==> src/sv/mep_pkg.sv <==
package mep_pkg;

  // fixed point format: signed Q4.FRAC_BITS
  localparam int FRAC_BITS = 28;
  localparam int FX_W      = FRAC_BITS + 4;
  // width of a product after the fraction shift
  localparam int PW        = 2 * FX_W - FRAC_BITS;
  // common width for sums ahead of saturation
  localparam int SAT_W     = 48;

  // field and register widths
  localparam int ITER_W     = 16;
  localparam int LVL_W      = 8;
  localparam int DIM_W      = 13;
  localparam int CFG_DATA_W = 16;
  localparam int CFG_IDX_W  = 3;

  // axis ranges and bases
  localparam longint RANGE_R_L = (64'sd22 << FRAC_BITS) / 64'sd10;
  localparam int     RANGE_W   = $clog2(RANGE_R_L + 64'sd1);
  localparam logic [RANGE_W-1:0] RANGE_R = RANGE_W'(RANGE_R_L);
  localparam logic [RANGE_W-1:0] RANGE_I = RANGE_W'(64'sd2 << FRAC_BITS);
  localparam logic signed [FX_W-1:0] MIN_R = FX_W'(-((64'sd15 << FRAC_BITS) / 64'sd10));
  localparam logic signed [FX_W-1:0] MIN_I = FX_W'(-(64'sd1 << FRAC_BITS));

  // saturation limits and escape radius squared
  localparam logic signed [FX_W-1:0] FX_MAX = FX_W'((64'sd8 << FRAC_BITS) - 64'sd1);
  localparam logic signed [FX_W-1:0] FX_MIN = FX_W'(-(64'sd8 << FRAC_BITS));
  localparam logic signed [PW:0]     ESCAPE_LIM = (PW + 1)'(64'sd4 << FRAC_BITS);

  // register reset values
  localparam logic [DIM_W-1:0]  RST_WIDTH  = DIM_W'(1920);
  localparam logic [DIM_W-1:0]  RST_HEIGHT = DIM_W'(1080);
  localparam logic [ITER_W-1:0] RST_MAX    = ITER_W'(256);
  localparam logic [LVL_W-1:0]  RST_DIV    = LVL_W'(255);

  // register indexes
  typedef enum logic [CFG_IDX_W-1:0] {
    CFG_IMAGE_WIDTH    = 3'd0,
    CFG_IMAGE_HEIGHT   = 3'd1,
    CFG_MAX_ITERATIONS = 3'd2,
    CFG_RED_DIVISOR    = 3'd3,
    CFG_GREEN_DIVISOR  = 3'd4,
    CFG_BLUE_DIVISOR   = 3'd5
  } cfg_idx_t;

  // operand selects: axis during mapping, colour during levels
  localparam logic [1:0] SEL_X     = 2'd0;
  localparam logic [1:0] SEL_Y     = 2'd1;
  localparam logic [1:0] SEL_RED   = 2'd0;
  localparam logic [1:0] SEL_GREEN = 2'd1;
  localparam logic [1:0] SEL_BLUE  = 2'd2;

  // controller to datapath commands
  typedef struct packed {
    logic       load_pix;
    logic       map_mul;
    logic       div_start;
    logic       store_c;
    logic       iter_mul;
    logic       iter_upd;
    logic       store_lvl;
    logic       out_load;
    logic       mod_phase;
    logic [1:0] sel;
  } cmd_t;

  // datapath to controller status
  typedef struct packed {
    logic div_busy;
    logic div_done;
    logic iter_stop;
  } status_t;

  // clamp to the Q4 range
  function automatic logic signed [FX_W-1:0] sat_fx(input logic signed [SAT_W-1:0] v);
    logic signed [FX_W-1:0] r;
    if (v > SAT_W'(FX_MAX)) r = FX_MAX;
    else if (v < SAT_W'(FX_MIN)) r = FX_MIN;
    else r = v[FX_W-1:0];
    return r;
  endfunction

endpackage

==> src/sv/mep_ctrl.sv <==
module mep_ctrl
  import mep_pkg::*;
(
  input  logic    clk,
  input  logic    rst_n,
  input  logic    in_valid,
  output logic    in_stall,
  output logic    out_valid,
  input  logic    out_stall,
  output cmd_t    cmd,
  input  status_t status
);

  typedef enum logic [6:0] {
    S_IDLE     = 7'b0000001,
    S_MAP_MUL  = 7'b0000010,
    S_DIV_GO   = 7'b0000100,
    S_DIV_WAIT = 7'b0001000,
    S_ITER_MUL = 7'b0010000,
    S_ITER_UPD = 7'b0100000,
    S_FLUSH    = 7'b1000000
  } state_t;

  state_t     state_r, state_nxt;
  logic       mod_r, mod_nxt;
  logic [1:0] sel_r, sel_nxt;
  logic       out_valid_r, out_valid_nxt;

  // sequencing of mapping, iteration and colour levels
  always_comb begin
    state_nxt     = state_r;
    mod_nxt       = mod_r;
    sel_nxt       = sel_r;
    cmd           = '0;
    cmd.sel       = sel_r;
    cmd.mod_phase = mod_r;
    unique case (state_r)
      S_IDLE: begin
        if (in_valid) begin
          cmd.load_pix = 1'b1;
          mod_nxt      = 1'b0;
          sel_nxt      = SEL_X;
          state_nxt    = S_MAP_MUL;
        end
      end
      S_MAP_MUL: begin
        cmd.map_mul = 1'b1;
        state_nxt   = S_DIV_GO;
      end
      S_DIV_GO: begin
        cmd.div_start = 1'b1;
        state_nxt     = S_DIV_WAIT;
      end
      S_DIV_WAIT: begin
        if (status.div_done) begin
          if (mod_r) begin
            cmd.store_lvl = 1'b1;
            if (sel_r == SEL_BLUE) begin
              state_nxt = S_FLUSH;
            end else begin
              sel_nxt   = sel_r + 2'd1;
              state_nxt = S_DIV_GO;
            end
          end else begin
            cmd.store_c = 1'b1;
            if (sel_r == SEL_X) begin
              sel_nxt   = SEL_Y;
              state_nxt = S_MAP_MUL;
            end else begin
              state_nxt = S_ITER_MUL;
            end
          end
        end
      end
      S_ITER_MUL: begin
        cmd.iter_mul = 1'b1;
        state_nxt    = S_ITER_UPD;
      end
      S_ITER_UPD: begin
        if (status.iter_stop) begin
          mod_nxt   = 1'b1;
          sel_nxt   = SEL_RED;
          state_nxt = S_DIV_GO;
        end else begin
          cmd.iter_upd = 1'b1;
          state_nxt    = S_ITER_MUL;
        end
      end
      S_FLUSH: begin
        if (!out_valid_r || !out_stall) begin
          cmd.out_load = 1'b1;
          state_nxt    = S_IDLE;
        end
      end
      default: begin
        state_nxt = S_IDLE;
      end
    endcase
  end

  // output word held until taken
  assign out_valid_nxt = cmd.out_load | (out_valid_r & out_stall);

  always_ff @(posedge clk) begin
    if (!rst_n) begin
      state_r     <= S_IDLE;
      mod_r       <= 1'b0;
      sel_r       <= SEL_X;
      out_valid_r <= 1'b0;
    end else begin
      state_r     <= state_nxt;
      mod_r       <= mod_nxt;
      sel_r       <= sel_nxt;
      out_valid_r <= out_valid_nxt;
    end
  end

  assign in_stall  = (state_r != S_IDLE);
  assign out_valid = out_valid_r;

`ifndef SYNTH
  a_accept_starts_map: assert property (@(posedge clk) disable iff (!rst_n)
    (in_valid && !in_stall) |=> (state_r == S_MAP_MUL))
    else $error("accepted word did not start mapping");

  a_result_from_flush: assert property (@(posedge clk) disable iff (!rst_n)
    $rose(out_valid_r) |-> $past(state_r == S_FLUSH))
    else $error("result raised outside flush");
`endif

endmodule

==> config.mk <==
export PLATFORM = sky130hd
export DESIGN_NAME = mep_ctrl
export DESIGN_NICKNAME = d
export VERILOG_FILES = /design/src/sv/mep_pkg.sv /design/src/sv/mep_ctrl.sv
export SDC_FILE = /design/constraint.sdc
export NUM_CORES = 1
export LEC_CHECK = 0
export BUFFER_PORTS_ARGS = -buffer_cell sky130_fd_sc_hd__buf_2
export CORE_MARGIN = 5
export CORE_UTILIZATION = 44
export DETAILED_ROUTE_END_ITERATION = 12
export GPL_ROUTABILITY_DRIVEN = 0
export PLACE_DENSITY = 0.78
export SKIP_LAST_GASP = 1
export SLEW_MARGIN = 25
export SYNTH_ARGS = -nofsm -noshare
export SYNTH_HDL_FRONTEND = slang
export SYNTH_SLANG_ARGS = --single-unit
==> constraint.sdc <==
create_clock -name clk -period 1.3 [get_ports clk]
set_input_delay 0.065 -clock clk [delete_from_list [all_inputs] [get_ports clk]]
set_output_delay 0.065 -clock clk [all_outputs]
set_load 0.005 [all_outputs]
Yosys cells after proc, flatten, opt, wreduce, memory -nomap -nowiden. Index checks and enable logic that the tools add are counted.

Equality and inequality tests: 15. Add/subtract/negate cells: 1. Mux-type cells: 33. Reductions and logical operators: 9. Bitwise gates (word level): 2.

Operator list (count): $pmux W7 S7 (1); $mux W7 (5); $mux W1 (17); $mux W2 (6); $mux W5 (2); $ne A2 B2 Y1 const B (4); $eq A7 B1 Y1 const B (1); $eq A7 B2 Y1 const B (1); $eq A7 B3 Y1 const B (1); $eq A7 B4 Y1 const B (1); $eq A7 B5 Y1 const B (1); $eq A7 B6 Y1 const B (1); $eq A7 B7 Y1 const B (1); $ne A7 B1 Y1 const B (1); $ne A3 B3 Y1 const B (2); $pmux W2 S3 (1); $reduce_and A3 Y1 (2); $reduce_and A6 Y1 (1); $reduce_bool A3 Y1 (1); $add A2 B1 Y2 const B (1); $eq A2 B2 Y1 const B (1); $logic_not A1 Y1 (2); $logic_not A2 Y1 (1); $pmux W1 S2 (1); other kinds (4) (4).

Output and inout port bits: 13. Register bits after elaboration: 11. Input bits: 7.

Depth between registers and ports, before layout.
Depth after elaboration: 5. Gate-level depth with buffers: 6. Depth with buffers taken out: 5.

Least setup slack after synthesis. No wires, ideal clock.

Path type: reg-to-reg. From: reg state_r[0]. To: reg sel_r[0]. Setup slack: -155 ps. Period minus slack after synthesis: 1455 ps. Required time: 1228 ps. Buffers on the path: 0. Stages on the path, launching flop included: 6. Data arrival time: 1383 ps. Setup time: 72 ps. Cell sequence: dfxtp_1 > nor3_2 > nor3b_1 > and4bb_2 > nor4b_4 > mux2i_1.

Longest elaborated chain between the ends: 3. Elaborated cells on any way between the ends: 11. Those cells by class: eq/ne (8); mux (1); reduce/logical (2).

RTL lines: start: declaration (line mep_ctrl.sv:24) `state_t state_r, state_nxt;`; start signal: assignment (line mep_ctrl.sv:111) `state_r <= state_nxt;`; $eq A7 B4 Y1 (tied with other cells) (line mep_ctrl.sv:37) `unique case (state_r)`; $ne A3 B3 Y1 (no line) (tied with other cells); $reduce_and A6 Y1 (no line); end signal: assignment (line mep_ctrl.sv:113) `sel_r <= sel_nxt;`; end: declaration (line mep_ctrl.sv:26) `logic [1:0] sel_r, sel_nxt;`.

Parallel ways exist; a longest one is shown, timed or not. A chain may end at the register's enable or synchronous reset.

==> summary.md <==
| Metric | Value |
|---|---|
| Sequential area share after synthesis | `31.4%` |
| Seq cells post-synth | `11` |
| Clock skew | `0.00263 ns` |
| Min Clock Period, post-route | `1.60 ns` |
| Largest net degree at the start of global routing | `9` |
| CTS sink count | `11` |
| Clk_lat worst skew | `0.27 ns` |
| Root buffer cell | `clkbuf_4` |
| Final Worst Setup Slack | `-0.305 ns` |
| Min-Delay Path Class | `in -> reg` |
| P&R area growth vs syn | `69.3%` |
| Fin crit share | `123%` |
| DP Area | `948 µm²` |
| CTS buffer count | `3` |
| Congestion Overflow GR | `0` |
| CP bufs+invs | `2` |
| Clock Path Buffers | `2` |
| CP max-delay cell | `dfxtp_2` |
| Starting Density | `46.6%` |
| Routed WL | `between 2000 and 2500 µm` |
| Post-synth top area share | `between 30% and 40%` |
| Syn_nets | `slightly above 90` |
| I/O pins | `20` |
| Slowest stage delay, CP | `roughly 0.43 ns` |
| Largest cells by area after synthesis | `dfxtp_1 (31%), nor2_1 (6.4%), a21oi_1 (4.3%), nand2_1 (3.7%), ha_1 (3.6%)` |
| Nature of the critical path startpoint | `flop` |
| Dpl cells | `130` |
| Max Cap Violations | `0` |
| Outcome | `complete, but fails checks` |
| NumNets Final | `approximately 140` |
| Worst path cell trace | `nor4b_4 -> nand2_2 -> buf_6 -> nor2_4 -> and2_1 -> buf_2` |
| CTS clk-pin slew, worst paths | `0.07 ns` |
| Number of synthesized flops with an enable pin | `0` |
| Pre-CTS setup slack | `-0.248 ns` |
| Global Route Usage Sum | `17.7%` |
| Final Slew Violations | `0` |
| Initial DRC Count | `23` |
| CP arrival | `about 1.5 ns` |
| H-tree depth | `1` |
| Vias/cell | `5.57` |
| CP delay by family, top | `simple AND/OR/NAND/NOR gates` |
| Power Dens Cells | `roughly 1000 mW/mm²` |
| Die span in x | `roughly 50 µm` |
| Fillers | `95` |
| Die Area | `0.00249 mm²` |
| Yosys synthesis warning count | `0` |
| Die Ht | `49.9 µm` |
| Non-Filler Instances | `148` |
| Post-synth ARST share | `0%` |
| Cell taking the most area after synthesis | `dfxtp_1` |
| Design Power | `1.23 mW` |
| Post-DRT Antenna Nets | `0` |
| Post-synthesis cell type count | `37` |
| First drt pass iteration count | `4` |
| Row count | `14` |
| Slew @ Worst Pin | `roughly 0.35 ns` |
| F_max | `0.623 GHz` |
| Leak Pwr | `roughly 0.55 nW` |
| CTS tree | `built` |
| Mapped cell area | `702 µm²` |
| Core Util, Final | `about four fifths` |
| RSZ-0062 raised after global routing | `yes` |
| Initial antenna violation count | `0` |
| Synth Flop Type | `dfxtp_1` |
| Fin area | `0.00119 mm²` |
| Input/output buffers | `18` |
| Final hold violation count | `0` |
| Ant diodes | `0` |
| Cts hold-fix bufs | `0` |
| IR Drop Worst-Case VDD | `0.773 mV` |
| Vias | `825` |
| Max-Slew Margin vs Limit | `76.8%` |
| Final setup violation count | `18` |
| Commonest cells in the netlist | `nor2_1 (12), dfxtp_1 (11), nand2_1 (7)` |
| Synthesized area per cell | `8.36 µm²` |
| Most frequent cell after synthesis | `nor2_1` |
| Layout cell share with drive strength beyond 1 | `58.3%` |
| Final hold slack | `0.0488 ns` |
| CP endpoint kind | `output port` |
| Failing checks | `setup timing` |
| Avg WL per Cell | `approximately 15 µm` |
| Worst EP required | `1.24 ns` |
| Core Area | `0.00151 mm²` |
| Drt drc | `0` |
| CP Max Fanout | `6` |
| Synthesized instance count | `84` |
| Vias in the first global route | `801` |
| Setup_tns | `-3.94 ns` |
| WS Path Type | `reg -> out` |
| Post-DP HPWL | `1450 µm` |
| First-pass GRT wire length | `about 3500 µm` |
[sequential cells by signal, indices dropped and copies added, names as in the netlist]
signal     cells
mod_r          1
out_valid      1
sel_r          2
state_r        7
[cell families after synthesis]
| family | Yosys count | share of synthesized area (%) |
|---|---|---|
| AO/OA/AOI/OAI | 15 | 14.1 |
| XOR/XNOR | 2 | 2.50 |
| adder cells (fa/ha/maj) | 2 | 3.56 |
| buffers and inverters | 10 | 7.13 |
| flip-flops | 11 | 31.4 |
| multiplexers | 3 | 4.46 |
| AND/OR/NAND/NOR | 41 | 36.9 |
[layout make-up]
cell class,count,area [µm²],area share (%)
multi-input combinational,63,526,44.2
timing repair buffer,49,357,30.0
sequential,11,241,20.3
clock buffer,4,26.3,2.21
tap,16,20.0,1.68
inverter,5,18.8,1.58
[path summary, 6_finish.rpt]
check	start	to	slack [ns]	cells past startpoint
max	state_r[3]	cmd[7]	-0.30	6
min	rst_n	state_r[0]	0.05	2
max reg2reg	state_r[4]	sel_r[1]	-0.27	6
min reg2reg	out_valid	out_valid	0.50	2
[metal layers]
layer	global-route usage [%]	routed length, µm	share of wire [%]
met1	21.8	886	40
met2	28.0	1100	50
met3	3.01	142	6.5
met4	10.9	61	2.8
met5	0	0	0
[layout by cell type, fill, tap and decap left out, types with 2 or more instances in the layout]
| master | netlist | layout |
|---|---|---|
| buf_6 | 1 | 7 |
| inv_1 | 5 | 5 |
| dfxtp_1 | 11 | 4 |
| nor3_4 | 0 | 2 |
| nor2_1 | 12 | 11 |
| dfxtp_2 | 0 | 2 |
| a31oi_1 | 2 | 2 |
| buf_2 | 1 | 15 |
| o21ai_0 | 2 | 2 |
| nand4b_1 | 2 | 2 |
| nand3_1 | 2 | 2 |
| a21oi_1 | 6 | 6 |
| nor4b_4 | 1 | 2 |
| nand2_1 | 7 | 6 |
| clkbuf_4 | 0 | 3 |
| mux2i_1 | 2 | 2 |
| xor2_1 | 2 | 2 |
| ha_1 | 2 | 2 |
| buf_4 | 1 | 27 |
| and2_4 | 0 | 2 |
| and3_4 | 0 | 3 |
| dfxtp_4 | 0 | 5 |
[power breakdown]
part	total (mW)	internal (mW)	switching [mW]
combinational	0.580	0.344	0.236
clock	0.239	0.119	0.120
sequential	0.409	0.366	0.0428
total	1.23	0.829	0.399
[repair_timing]
action	in CTS	in global routing
setup endpoints to repair	18	20
gates resized for setup	19	8
pin swaps	11	8
setup buffers	9	5
gates cloned	0	0
Power figures use the tool's default switching activity.
